[config.mk]
export PLATFORM = sky130hd
export DESIGN_NAME = trial_division_prime_test_core
export DESIGN_NICKNAME = d
export VERILOG_FILES = /design/src/rtl/core/tdpt_pkg.sv /design/src/rtl/core/tdpt_div.sv /design/src/rtl/core/trial_division_prime_test_core.sv
export SDC_FILE = /design/constraint.sdc
export NUM_CORES = 1
export LEC_CHECK = 0
export BUFFER_PORTS_ARGS = -buffer_cell sky130_fd_sc_hd__buf_2
export CELL_PAD_IN_SITES_DETAIL_PLACEMENT = 0
export CELL_PAD_IN_SITES_GLOBAL_PLACEMENT = 2
export CORE_MARGIN = 1
export CORE_UTILIZATION = 35
export DETAILED_ROUTE_END_ITERATION = 16
export GPL_ROUTABILITY_DRIVEN = 0
export HOLD_SLACK_MARGIN = 0.08
export PLACE_DENSITY = 0.84
export SYNTH_ARGS = -nofsm -noshare
export SYNTH_HDL_FRONTEND = slang
export SYNTH_SLANG_ARGS = --single-unit
[constraint.sdc]
create_clock -name clk -period 9.2 [get_ports clk]
set_input_delay 0.92 -clock clk [delete_from_list [all_inputs] [get_ports clk]]
set_output_delay 0.92 -clock clk [all_outputs]
set_load 0.1 [all_outputs]
[src/rtl/core/tdpt_pkg.sv]
// ----------------------------------------------------------------------------
// tdpt_pkg
// Shared types and constants for the trial division prime test core.
// ----------------------------------------------------------------------------
package tdpt_pkg;

  localparam int DEF_DATA_WIDTH = 32;

  localparam int SMALL_PRIME_MAX = 3;  // 2 and 3 are prime outright
  localparam int FIRST_TRIAL     = 5;  // first wheel candidate
  localparam int WHEEL_STEP      = 6;
  localparam int PAIR_GAP        = 2;  // i and i+2 per wheel turn

  typedef enum logic [1:0] {
    ST_IDLE,
    ST_DIV3,
    ST_DIVI,
    ST_DIVI2
  } tdpt_state_t;

  typedef struct packed {
    logic start;
  } div_req_t;

  typedef struct packed {
    logic busy;
    logic done;
  } div_sts_t;

endpackage

[src/rtl/core/tdpt_div.sv]
// ----------------------------------------------------------------------------
// tdpt_div
// Restoring unsigned divider, one quotient bit per cycle, shared by all
// remainder and bound checks of the core.
// ----------------------------------------------------------------------------
module tdpt_div #(
  parameter int DATA_WIDTH = tdpt_pkg::DEF_DATA_WIDTH
) (
  input  logic                  clk,
  input  logic                  rst_n,
  input  tdpt_pkg::div_req_t    req,
  input  logic [DATA_WIDTH-1:0] dividend,
  input  logic [DATA_WIDTH-1:0] divisor,
  output tdpt_pkg::div_sts_t    sts,
  output logic [DATA_WIDTH-1:0] quotient,
  output logic [DATA_WIDTH-1:0] remainder
);

  localparam int CW = (DATA_WIDTH > 1) ? $clog2(DATA_WIDTH) : 1;

  logic [DATA_WIDTH-1:0] rem_r;
  logic [DATA_WIDTH-1:0] quo_r;
  logic [DATA_WIDTH-1:0] dsr_r;
  logic [CW-1:0]         cnt_r;
  logic                  busy_r;
  logic                  done_r;

  logic [DATA_WIDTH:0]   rem_sh;
  logic                  fits;

  assign rem_sh = {rem_r, quo_r[DATA_WIDTH-1]};
  assign fits   = (rem_sh >= {1'b0, dsr_r});

  always_ff @(posedge clk) begin
    if (!rst_n) begin
      busy_r <= 1'b0;
      done_r <= 1'b0;
      cnt_r  <= '0;
    end else begin
      done_r <= 1'b0;
      if (req.start) begin
        busy_r <= 1'b1;
        cnt_r  <= CW'(DATA_WIDTH - 1);
      end else if (busy_r) begin
        cnt_r <= cnt_r - CW'(1);
        if (cnt_r == '0) begin
          busy_r <= 1'b0;
          done_r <= 1'b1;
        end
      end
    end
  end

  always_ff @(posedge clk) begin
    if (req.start) begin
      rem_r <= '0;
      quo_r <= dividend;
      dsr_r <= divisor;
    end else if (busy_r) begin
      rem_r <= fits ? DATA_WIDTH'(rem_sh - {1'b0, dsr_r}) : rem_sh[DATA_WIDTH-1:0];
      quo_r <= {quo_r[DATA_WIDTH-2:0], fits};
    end
  end

  assign sts.busy  = busy_r;
  assign sts.done  = done_r;
  assign quotient  = quo_r;
  assign remainder = rem_r;

endmodule

[src/rtl/core/trial_division_prime_test_core.sv]
// ----------------------------------------------------------------------------
// trial_division_prime_test_core
// Primality test of a signed integer by 6k +/- 1 trial division on one
// shared iterative divider.
//
//   channel | ports                    | beat taken when
//   --------+--------------------------+------------------------
//   input   | start, in_candidate      | start && !busy
//   result  | out_valid, out_is_prime  | out_valid (one cycle)
//
// Negative, 0..3 and even values: result in the cycle after the beat.
// Otherwise each division runs on the shared divider; an item costs about
// (2 + sqrt(n)/3) divisions. busy is high until the result strobe.
// Synchronous active-low reset; results cannot be stalled.
// ----------------------------------------------------------------------------
module trial_division_prime_test_core #(
  parameter int DATA_WIDTH = tdpt_pkg::DEF_DATA_WIDTH
) (
  input  logic                         clk,
  input  logic                         rst_n,
  input  logic                         start,
  output logic                         busy,
  input  logic signed [DATA_WIDTH-1:0] in_candidate,
  output logic                         out_valid,
  output logic                         out_is_prime
);

  localparam int W = DATA_WIDTH;

  tdpt_pkg::tdpt_state_t state_r, state_nxt;
  logic [W-1:0]          n_r, n_nxt;
  logic [W-1:0]          i_r, i_nxt;
  logic                  out_valid_r, out_valid_nxt;
  logic                  out_prime_r, out_prime_nxt;

  tdpt_pkg::div_req_t    div_req;
  tdpt_pkg::div_sts_t    div_sts;
  logic [W-1:0]          div_dsr;
  logic [W-1:0]          div_dnd;
  logic [W-1:0]          div_q;
  logic [W-1:0]          div_r;
  logic [W-1:0]          cand_u;

  assign cand_u = in_candidate;

  tdpt_div #(
    .DATA_WIDTH(W)
  ) u_div (
    .clk      (clk),
    .rst_n    (rst_n),
    .req      (div_req),
    .dividend (div_dnd),
    .divisor  (div_dsr),
    .sts      (div_sts),
    .quotient (div_q),
    .remainder(div_r)
  );

  always_ff @(posedge clk) begin
    if (!rst_n) begin
      state_r     <= tdpt_pkg::ST_IDLE;
      out_valid_r <= 1'b0;
    end else begin
      state_r     <= state_nxt;
      out_valid_r <= out_valid_nxt;
    end
  end

  always_ff @(posedge clk) begin
    n_r         <= n_nxt;
    i_r         <= i_nxt;
    out_prime_r <= out_prime_nxt;
  end

  always_comb begin
    state_nxt     = state_r;
    n_nxt         = n_r;
    i_nxt         = i_r;
    out_valid_nxt = 1'b0;
    out_prime_nxt = out_prime_r;
    div_req.start = 1'b0;
    div_dsr       = i_r;
    div_dnd       = n_r;
    unique case (state_r)
      tdpt_pkg::ST_IDLE: begin
        div_dnd = cand_u;
        div_dsr = W'(tdpt_pkg::SMALL_PRIME_MAX);
        if (start) begin
          n_nxt = cand_u;
          i_nxt = W'(tdpt_pkg::FIRST_TRIAL);
          priority if (cand_u[W-1] || (cand_u < W'(2))) begin
            out_valid_nxt = 1'b1;
            out_prime_nxt = 1'b0;
          end else if (cand_u <= W'(tdpt_pkg::SMALL_PRIME_MAX)) begin
            out_valid_nxt = 1'b1;
            out_prime_nxt = 1'b1;
          end else if (!cand_u[0]) begin
            out_valid_nxt = 1'b1;
            out_prime_nxt = 1'b0;
          end else begin
            div_req.start = 1'b1;
            state_nxt     = tdpt_pkg::ST_DIV3;
          end
        end
      end
      tdpt_pkg::ST_DIV3: begin
        if (div_sts.done) begin
          if (div_r == '0) begin
            out_valid_nxt = 1'b1;
            out_prime_nxt = 1'b0;
            state_nxt     = tdpt_pkg::ST_IDLE;
          end else begin
            div_req.start = 1'b1;
            state_nxt     = tdpt_pkg::ST_DIVI;
          end
        end
      end
      tdpt_pkg::ST_DIVI: begin
        div_dsr = i_r + W'(tdpt_pkg::PAIR_GAP);
        if (div_sts.done) begin
          priority if (i_r > div_q) begin
            out_valid_nxt = 1'b1;
            out_prime_nxt = 1'b1;
            state_nxt     = tdpt_pkg::ST_IDLE;
          end else if (div_r == '0) begin
            out_valid_nxt = 1'b1;
            out_prime_nxt = 1'b0;
            state_nxt     = tdpt_pkg::ST_IDLE;
          end else begin
            div_req.start = 1'b1;
            state_nxt     = tdpt_pkg::ST_DIVI2;
          end
        end
      end
      tdpt_pkg::ST_DIVI2: begin
        div_dsr = i_r + W'(tdpt_pkg::WHEEL_STEP);
        if (div_sts.done) begin
          if (div_r == '0) begin
            out_valid_nxt = 1'b1;
            out_prime_nxt = 1'b0;
            state_nxt     = tdpt_pkg::ST_IDLE;
          end else begin
            i_nxt         = div_dsr;
            div_req.start = 1'b1;
            state_nxt     = tdpt_pkg::ST_DIVI;
          end
        end
      end
      default: begin
        state_nxt = tdpt_pkg::ST_IDLE;
      end
    endcase
  end

  assign busy         = (state_r != tdpt_pkg::ST_IDLE);
  assign out_valid    = out_valid_r;
  assign out_is_prime = out_prime_r;

  // accepted beat either starts work or answers on the next cycle
  a_accept_progress: assert property (@(posedge clk) disable iff (!rst_n)
    (start && !busy) |=> (busy || out_valid))
    else $error("accepted beat neither answered nor started");

  a_result_frees: assert property (@(posedge clk) disable iff (!rst_n)
    out_valid |-> !busy)
    else $error("result strobed while still busy");

  a_negative_rejected: assert property (@(posedge clk) disable iff (!rst_n)
    (start && !busy && in_candidate[W-1]) |=> (out_valid && !out_is_prime))
    else $error("negative candidate not rejected");

  a_div_no_restart: assert property (@(posedge clk) disable iff (!rst_n)
    div_req.start |-> !div_sts.busy)
    else $error("divider restarted mid-operation");

endmodule

==> impl_metrics.env, run 1 <==
export IMPL_clock_skew_final_ns=0.0176
export IMPL_clock_latency_ns=0.45
export IMPL_floorplan_core_area_mm2=0.0319
export IMPL_regArea_mm2=0.00469
export IMPL_wl_per_cell_um=17.9
export IMPL_fp_dieW_um=183
export IMPL_setup_repair_after_global_routing_missed_its_margin="no"
export IMPL_timing_worst_setup_path_type="flip-flop to flip-flop"
export IMPL_power_ir_vdd_worst_uv=149
export IMPL_slew_at_the_pin_closest_to_its_max_slew_limit_ns=0.913
export IMPL_critPathArrivalTime_ns=4.39
export IMPL_ys_dominant_reg_cell="edfxtp_1"
export IMPL_hold_path_cell_count=2
export IMPL_cts_hold_repair_buffers=0
export IMPL_clock_tree_buffer_depth=2
export IMPL_design_area_mm2=0.0125
export IMPL_globalRouteOverflowTotal=0
export IMPL_postPlaceCellArea_mm2=0.0120
export IMPL_drt_pass1_iterations=5
export IMPL_grt_antenna_before_repair=0
export IMPL_power_switching_share=0.379
export IMPL_hold_start="u_div.remainder[4]$_SDFFE_PP0P_"
export IMPL_start_util=0.359
export IMPL_grt_start_max_net_pins=74
export IMPL_wire_length_of_the_first_global_routing_pass_mm=48.8
export IMPL_design_final_nets=1385
export IMPL_post_route_cells_drive_above_1_share=0.0842
export IMPL_synth_nets=1397
export IMPL_reg2reg_to="u_div.quotient[16]$_DFFE_PP_"
export IMPL_yosysSeqAreaShare=0.409
export IMPL_row_count=65
export IMPL_postRouteAntennaNets=0
export IMPL_synth_edff_count=128
export IMPL_grt_usage=0.187
export IMPL_synth_warning_count=0
export IMPL_pwr_density_cell_mw_per_mm2=205
export IMPL_setup_violations_final=0
export IMPL_fin_crit_ns=4.28
export IMPL_required_ns=9.30
export IMPL_clockRootBuffer="clkbuf_16"
export IMPL_post_dp_hpwl_mm=22.4
export IMPL_vias_in_the_first_global_route=8676
export IMPL_share_comb_of_total_power=0.322
export IMPL_filler_cell_count=3266
export IMPL_yosysMostFrequentCell="a21oi_1"
export IMPL_synth_largest_type_area_fraction=0.336
export IMPL_total_leakage_power_nw=4.63
export IMPL_n_antenna_cell=0
export IMPL_post_synth_instance_area_mm2=0.0115
export IMPL_synthDominantAreaCellType="edfxtp_1"
export IMPL_rr_worst_depth=10
export IMPL_worst_setup_hold_path_clk_slew_ns=0.08
export IMPL_cts_htree_levels=4
export IMPL_max_slew_margin_rel=0.391
export IMPL_post_cts_setup_buffer_count=0
export IMPL_drtIter0Drc=767
export IMPL_synth_area_leaders="edfxtp_1, dfxtp_1, ha_1"
export IMPL_hold_violations=0
export IMPL_via_per_inst=5.47
export IMPL_boundaryPins=38
export IMPL_cellInternalPower_mw=1.60
export IMPL_r2r_slack_ns=4.92
export IMPL_fmax_mhz=233
export IMPL_report_final_slew_viol_count=0
export IMPL_die_height_um=183
export IMPL_hold_class="flip-flop to flip-flop"
export IMPL_cts_tree="done"
export IMPL_cts_buffers_inserted=17
export IMPL_outcome="completed"
export IMPL_cts_resized_gates=0
export IMPL_startpoint_type="flip-flop"
export IMPL_netlist_instances=1294
export IMPL_worst_path_max_fanout=65
export IMPL_critPathCaptureType="flip-flop"
export IMPL_syn_area_per_cell_um2=8.85
export IMPL_synth_seq_cells=170
export IMPL_portBuffers=37
export IMPL_finalSetupTns_ns=0
export IMPL_hold_path_endpoint="u_div.remainder[5]$_SDFFE_PP0P_"
export IMPL_fin_crit_sh=0.466
export IMPL_final_core_utilization=0.393
export IMPL_floorplan_die_area_mm2=0.0334
export IMPL_netlist_top_cells_count="a21oi_1, edfxtp_1, nand2_1, nor2_1"
export IMPL_power_clock_fraction=0.287
export IMPL_flow_area_growth_from_synthesis_pct=9.54
export IMPL_drc_errors=0
export IMPL_synthArstFlopShare=0
export IMPL_multi_input_area_mm2=0.00616
export IMPL_regToRegStartpoint="i_r[27]$_SDFFCE_PN0P_"
export IMPL_vias_after_detailed_routing=9457
export IMPL_sequentialPowerShare=0.391
export IMPL_route_final_wire_length_mm=31.0
export IMPL_synth_distinct_cells=74
export IMPL_drv_cap=0
export IMPL_tritoncts_num_sinks=170
export IMPL_p_switching_mw=0.975
per-layer routing:
layer  share of wire  track usage  vias up
met3           0.041       0.0324       22
li1                -            -     4712
met2            0.45        0.293      199
met4          0.0099       0.0407        0
met5               0            0        -
met1            0.50        0.269     4524
stage by stage:
step | power, mW | std cells | hold WS, ns | worst slack (ns)
finish | 2.57 | 1730 | 0.523 | 4.92
global route | 2.73 | 1730 | 0.547 | 4.65
CTS | 2.59 | 1730 | 0.523 | 4.95
detailed placement | 1.85 | 1698 | 0.513 | 4.99
global placement | 1.85 | 1698 | 0.514 | 5.03
floorplan | 1.64 | 1294 | 0.472 | 5.34
power by group through the flow:
| stage | Clock (mW) | Combinational (mW) | Sequential [mW] |
|---|---|---|---|
| after floorplan | 0 | 0.656 | 0.981 |
| after global placement | 0 | 0.825 | 1.02 |
| after detailed placement | 0 | 0.825 | 1.02 |
| after CTS | 0.757 | 0.830 | 1.01 |
| after global routing | 0.786 | 0.928 | 1.02 |
| final | 0.740 | 0.829 | 1.01 |
worst max-delay path, stage by stage (launching register included):
cell      delay [ns]
edfxtp_1        0.56
ha_1            0.39
nand4_1         0.17
nor4_1          0.78
inv_1           0.10
nor4_1          0.33
nor3_1          0.17
o31ai_4         0.29
buf_4           0.53
nand2b_1        0.18
buf_4           0.40
how the worst max path moves through the flow:
stage                                      from                      endpoint  cells past startpoint
final                     i_r[27]$_SDFFCE_PN0P_  u_div.quotient[16]$_DFFE_PP_                     10
after global routing      i_r[23]$_SDFFCE_PN0P_  u_div.quotient[25]$_DFFE_PP_                     10
after CTS                 i_r[27]$_SDFFCE_PN0P_  u_div.quotient[25]$_DFFE_PP_                     10
after detailed placement  i_r[27]$_SDFFCE_PN0P_  u_div.quotient[26]$_DFFE_PP_                     10
after global placement    i_r[27]$_SDFFCE_PN0P_  u_div.quotient[27]$_DFFE_PP_                     10
after floorplan                           start         i_r[10]$_SDFFCE_PN0P_                      3
area by class of cell:
cell class              count  area share
clock inverters            15      0.0134
flip-flops and latches    170       0.374
well taps                 435      0.0434
clock buffers              17      0.0339
repair buffers             47      0.0207
multi-input cells         967       0.491
inverters                  79      0.0236
sequential cells by signal, indices dropped and copies added (netlist names):
| signal | cells |
|---|---|
| i_r | 31 |
| n_r | 32 |
| out_is_prime | 1 |
| out_valid | 1 |
| state_r | 2 |
| u_div.busy_r | 1 |
| u_div.cnt_r | 5 |
| u_div.done_r | 1 |
| u_div.dsr_r | 32 |
| u_div.quotient | 32 |
| u_div.remainder | 32 |
cells in the final DEF, fill, tap and decap left out, types with 34 or more instances in the layout:
master,count
inv_1,76
a21oi_1,139
ha_1,67
o21ai_0,76
nand2_1,127
buf_2,37
mux2i_1,36
nor2_1,126
xnor2_1,34
dfxtp_1,40
nor3_1,45
edfxtp_1,128
cells by family (layout without fill, tap and decap cells):
| group | Yosys count | after routing | share of synthesized area |
|---|---|---|---|
| other | 1 | 1 | 0.000327 |
| AOI/OAI and AO/OA | 352 | 352 | 0.196 |
| muxes | 36 | 36 | 0.0315 |
| DFF | 170 | 170 | 0.409 |
| and+or+nand+nor | 451 | 451 | 0.188 |
| xor gates and xnor gates | 59 | 59 | 0.0451 |
| adders and majority gates | 68 | 68 | 0.0750 |
| buffers and inverters | 157 | 158 | 0.0545 |
Note: power is estimated with default switching activity, not from simulation.
==> run 2, diff against run 1 <==
Settings changed: PLACE_DENSITY 0.84 to 0.87.
Clock period 9.2 ns to 3.9 ns, I/O delays scaled along.
==> run 2 against run 1 <==
Against the previous run: sequential power rose by 130%; utilization increased by 0.56 points; power rose by 140%; first-iteration DRC count decreased by 10%; critical path depth rose by 1; die area stayed put; worst hold slack lost 0.39 ns; setup slack got worse by 4.6 ns; via count fell by 0.27%; count of clock-buffer cells in the layout is the same; critical path type unchanged; largest cell class unchanged.
==> impl_metrics.env, run 2 (synthesized netlist as in run 1, its figures left out) <==
export IMPL_outcome="completed"
export IMPL_rr_worst_depth=11
export IMPL_holdWs_ns=0.134
export IMPL_globalRouteOverflowTotal=0
export IMPL_hold_path_cell_count=1
export IMPL_pwr_density_cell_mw_per_mm2=484
export IMPL_hold_violations=0
export IMPL_final_common_cell="a21oi_1"
export IMPL_cts_resized_gates=0
export IMPL_setup_slack_ns=0.307
export IMPL_wire_length_of_the_first_global_routing_pass_mm=48.3
export IMPL_clock_latency_ns=0.45
export IMPL_drt_pass1_iterations=5
export IMPL_post_cts_setup_buffer_count=0
export IMPL_floorplan_die_area_mm2=0.0334
export IMPL_critPathCaptureType="flip-flop"
export IMPL_timing_worst_setup_path_type="flip-flop to flip-flop"
export IMPL_fin_crit_ns=3.59
export IMPL_report_final_slew_viol_count=0
export IMPL_setup_violations_final=0
export IMPL_preCtsSetupSlack_ns=0.403
export IMPL_worst_path_max_fanout=51
export IMPL_slew_at_the_pin_closest_to_its_max_slew_limit_ns=0.750
export IMPL_cts_hold_repair_buffers=0
export IMPL_start_util=0.359
export IMPL_boundaryPins=38
export IMPL_power_ir_vdd_worst_uv=308
export IMPL_portBuffers=37
export IMPL_fin_crit_sh=0.921
export IMPL_design_area_mm2=0.0127
export IMPL_post_route_cells_drive_above_1_share=0.0953
export IMPL_total_leakage_power_nw=4.73
export IMPL_grt_start_max_net_pins=74
export IMPL_filler_cell_count=3280
export IMPL_wl_per_cell_um=17.5
export IMPL_drv_cap=0
export IMPL_hold_class="input pin to flip-flop"
export IMPL_fp_dieW_um=183
export IMPL_postPlaceCellArea_mm2=0.0121
export IMPL_critical_path_slowest_cell="edfxtp_1"
export IMPL_cts_tree="done"
export IMPL_postRouteAntennaNets=0
export IMPL_final_core_utilization=0.399
export IMPL_required_ns=4.10
export IMPL_vias_after_detailed_routing=9431
export IMPL_grt_usage=0.185
export IMPL_die_height_um=183
export IMPL_clock_skew_final_ns=0.0116
export IMPL_vias_in_the_first_global_route=8838
export IMPL_worst_setup_hold_path_clk_slew_ns=0.08
export IMPL_floorplan_core_area_mm2=0.0319
export IMPL_row_count=65
export IMPL_setup_repair_after_global_routing_missed_its_margin="no"
export IMPL_design_final_nets=1401
export IMPL_tritoncts_num_sinks=170
export IMPL_drc_errors=0
export IMPL_max_slew_margin_rel=0.496
export IMPL_clockRootBuffer="clkbuf_16"
export IMPL_regArea_mm2=0.00469
export IMPL_fmax_mhz=278
export IMPL_multi_input_area_mm2=0.00615
export IMPL_post_dp_hpwl_mm=22.2
export IMPL_largest_stage_delay_worst_path_ns=0.54
export IMPL_drtIter0Drc=687
export IMPL_flow_area_growth_from_synthesis_pct=11.1
export IMPL_grt_antenna_before_repair=1
export IMPL_via_per_inst=5.40
export IMPL_cts_buffers_inserted=17
export IMPL_cts_htree_levels=4
export IMPL_route_final_wire_length_mm=30.5
export IMPL_finalSetupTns_ns=0
export IMPL_layout_cells_most_common_list="a21oi_1, edfxtp_1, nand2_1, nor2_1"
export IMPL_timing_critical_path_cells="ha_1 > nand4_1 > nor4_1 > buf_4 > inv_1 > nor4_1 > nor3_1 > o31ai_4 > buf_4 > buf_12 > a21oi_1"
export IMPL_critPathArrivalTime_ns=3.79
export IMPL_clock_tree_buffer_depth=2
export IMPL_startpoint_type="flip-flop"
==> run 2: worst max-delay path: cells and delay by family (launching register included) <==
kind / cells / cell delay [ns]
AND/OR/NAND/NOR: 4 / 1.22
buffers and inverters: 4 / 0.66
flip-flops: 1 / 0.54
AO/OA/AOI/OAI: 2 / 0.43
adder cells (fa/ha/maj): 1 / 0.47
==> run 2: area by class of cell <==
class / count / area share
antenna: 1 / 0.000197
clock buffer: 17 / 0.0334
clock inverter: 15 / 0.0151
sequential: 170 / 0.368
multi-input combinational: 967 / 0.484
timing repair buffer: 63 / 0.0329
tap: 435 / 0.0428
inverter: 79 / 0.0233
==> run 2: layer usage <==
metal / share of wire / vias up / track usage
met5: 0 / - / 0
met4: 0.013 / 0 / 0.0503
met3: 0.032 / 24 / 0.0304
met2: 0.45 / 168 / 0.289
met1: 0.50 / 4503 / 0.262
li1: - / 4736 / -
==> run 2: metrics by stage <==
| step | instances | total power [mW] |
|---|---|---|
| after floorplan | 1294 | 3.86 |
| after global placement | 1714 | 4.36 |
| after detailed placement | 1714 | 4.36 |
| after CTS | 1746 | 6.19 |
| after global routing | 1746 | 6.51 |
| final | 1747 | 6.15 |
==> run 2: final timing paths <==
check,start,to,slack [ns]
max,i_r[31]$_SDFFCE_PN0P_,u_div.quotient[30]$_DFFE_PP_,0.31
min,in_candidate[16],n_r[16]$_DFFE_PP_,0.13
max reg2reg,i_r[31]$_SDFFCE_PN0P_,u_div.quotient[30]$_DFFE_PP_,0.31
min reg2reg,u_div.remainder[1]$_SDFFE_PP0P_,u_div.remainder[1]$_SDFFE_PP0P_,0.52
==> run 2: report_power, final <==
part	internal [mW]	switching [mW]	total, mW
registers	2.15	0.213	2.36
clock network	0.932	0.886	1.82
logic	0.782	1.19	1.97
total	3.86	2.29	6.15
==> run 3, diff against run 2 <==
Settings changed: SETUP_SLACK_MARGIN from default to 0.4.
==> run 3 against run 2 <==
Against the previous run: worst hold slack gained 0.0070 ns; cell area is essentially flat; die area is the same; count of clock-buffer cells in the layout is the same; combinational power is essentially flat; first-iteration DRC count shrank 6.3%; via count grew 1.1%; final cell count is essentially flat; maximum frequency grew 8.8%; critical path type unchanged.
==> impl_metrics.env, run 3 (synthesized netlist as in run 1, its figures left out) <==
export IMPL_outcome="completed"
export IMPL_postRouteAntennaNets=0
export IMPL_post_route_cells_drive_above_1_share=0.0976
export IMPL_critical_path_slowest_cell="edfxtp_1"
export IMPL_setup_repair_after_global_routing_missed_its_margin="no"
export IMPL_finalSetupTns_ns=0
export IMPL_worst_path_max_fanout=32
export IMPL_die_height_um=183
export IMPL_route_final_wire_length_mm=30.7
export IMPL_max_slew_margin_rel=0.507
export IMPL_p_switching_mw=2.31
export IMPL_largest_stage_delay_worst_path_ns=0.54
export IMPL_start_util=0.359
export IMPL_via_per_inst=5.46
export IMPL_worst_setup_hold_path_clk_slew_ns=0.08
export IMPL_cellInternalPower_mw=3.80
export IMPL_drc_errors=0
export IMPL_clock_skew_final_ns=0.0145
export IMPL_share_comb_of_total_power=0.326
export IMPL_fin_crit_sh=0.847
export IMPL_vias_in_the_first_global_route=9171
export IMPL_cts_htree_levels=4
export IMPL_floorplan_die_area_mm2=0.0334
export IMPL_boundaryPins=38
export IMPL_sequentialPowerShare=0.386
export IMPL_hold_violations=0
export IMPL_clockRootBuffer="clkbuf_16"
export IMPL_cts_hold_repair_buffers=0
export IMPL_n_antenna_cell=0
export IMPL_drtIter0Drc=644
export IMPL_vias_after_detailed_routing=9534
export IMPL_clock_latency_ns=0.45
export IMPL_critical_path_most_common_cell="nor3_1"
export IMPL_total_leakage_power_nw=4.72
export IMPL_drv_cap=0
export IMPL_globalRouteOverflowTotal=0
export IMPL_pwr_density_cell_mw_per_mm2=481
export IMPL_power_switching_share=0.378
export IMPL_clock_tree_buffer_depth=2
export IMPL_r2r_slack_ns=0.60
export IMPL_timing_critical_path_max_delay_family="compound AO/OA/AOI/OAI gates"
export IMPL_report_final_slew_viol_count=0
export IMPL_floorplan_core_area_mm2=0.0319
export IMPL_startpoint_type="flip-flop"
export IMPL_slew_at_the_pin_closest_to_its_max_slew_limit_ns=0.740
export IMPL_tritoncts_num_sinks=170
export IMPL_design_final_nets=1401
export IMPL_cts_tree="done"
export IMPL_timing_worst_setup_path_type="flip-flop to flip-flop"
export IMPL_flow_area_growth_from_synthesis_pct=11.0
export IMPL_power_ir_vdd_worst_uv=329
export IMPL_hold_class="input pin to flip-flop"
export IMPL_multi_input_area_mm2=0.00617
export IMPL_wire_length_of_the_first_global_routing_pass_mm=49.6
export IMPL_setup_violations_final=0
export IMPL_final_common_cell="a21oi_1"
export IMPL_portBuffers=37
export IMPL_power_clock_fraction=0.288
export IMPL_critPathArrivalTime_ns=3.44
export IMPL_required_ns=4.04
export IMPL_drt_pass1_iterations=5
export IMPL_timing_critical_path_cells="ha_1 > nand4_1 > nor3_1 > a221oi_1 > o21ai_0 > a21oi_1 > nor3_1 > o31ai_4 > nand2b_2 > buf_12"
export IMPL_cts_buffers_inserted=17
export IMPL_path_buf_inv=1
export IMPL_layout_cells_most_common_list="a21oi_1, edfxtp_1, nand2_1, nor2_1"
export IMPL_regArea_mm2=0.00469
export IMPL_filler_cell_count=3298
export IMPL_grt_start_max_net_pins=69
export IMPL_fmax_mhz=303
export IMPL_critPathCaptureType="flip-flop"
export IMPL_row_count=65
export IMPL_wl_per_cell_um=17.6
export IMPL_grt_antenna_before_repair=1
export IMPL_holdWs_ns=0.141
export IMPL_fin_crit_ns=3.30
export IMPL_grt_usage=0.188
export IMPL_fp_dieW_um=183
export IMPL_post_dp_hpwl_mm=22.5
-- run 3: cell count changes in the layout (fill, tap and decap cells not counted), moves of 2 or more --
cell | before | now
nor4_1 | 22 | 20
clkinv_4 | 0 | 4
inv_8 | 8 | 6
nor4_2 | 0 | 2
-- run 3: worst reg2reg max path: stages (launching register included) --
cell      delay (ns)
edfxtp_1        0.54
ha_1            0.44
nand4_1         0.19
nor3_1          0.08
a221oi_1        0.25
o21ai_0         0.21
a21oi_1         0.34
nor3_1          0.17
o31ai_4         0.33
nand2b_2        0.20
buf_12          0.22
-- run 3: timing repair --
action                                  CTS  global route
endpoints found under the setup margin    0           134
setup buffers                             0             0
resized for setup                         0             2
-- run 3: power groups by stage --
| stage | Combinational [mW] | Sequential [mW] | Clock, mW |
|---|---|---|---|
| 3_3_place_gp | 1.97 | 2.40 | 0 |
| 6_report | 1.99 | 2.36 | 1.76 |
| 5_1_grt | 2.23 | 2.39 | 1.86 |
| 3_5_place_dp | 1.97 | 2.40 | 0 |
| 4_1_cts | 1.99 | 2.36 | 1.79 |
| 2_1_floorplan | 1.55 | 2.31 | 0 |
-- run 3: per-layer routing --
layer,global-route usage,part of all wire
met3,0.0361,0.051
met4,0.0527,0.019
met5,0,0.00042
met1,0.260,0.48
met2,0.299,0.45
-- run 3: final timing paths --
| check | from | end | cells after the start |
|---|---|---|---|
| setup reg to reg | i_r[31]$_SDFFCE_PN0P_ | u_div.quotient[30]$_DFFE_PP_ | 10 |
| hold reg to reg | u_div.remainder[4]$_SDFFE_PP0P_ | u_div.remainder[5]$_SDFFE_PP0P_ | 2 |
| setup / recovery | i_r[31]$_SDFFCE_PN0P_ | u_div.quotient[30]$_DFFE_PP_ | 10 |
| hold / removal | in_candidate[7] | n_r[7]$_DFFE_PP_ | 1 |
-- run 3: layout make-up --
cell class,count,area share
clock buffers,17,0.0335
clock inverters,15,0.0132
inverters,79,0.0233
multi-input cells,967,0.485
flip-flops and latches,170,0.369
well taps,435,0.0428
repair buffers,63,0.0329
-- run 3: metrics by stage --
stage	worst slack (ns)	instances	utilization	total power, mW	cell area [µm²]
after floorplan	0.706	1294	-	3.86	11500
after global placement	0.455	1714	0.380	4.36	12100
after detailed placement	0.495	1714	0.380	4.37	12100
after CTS	0.475	1746	0.398	6.14	12700
after global routing	0.427	1746	0.399	6.49	12700
final	0.597	1746	0.399	6.11	12700
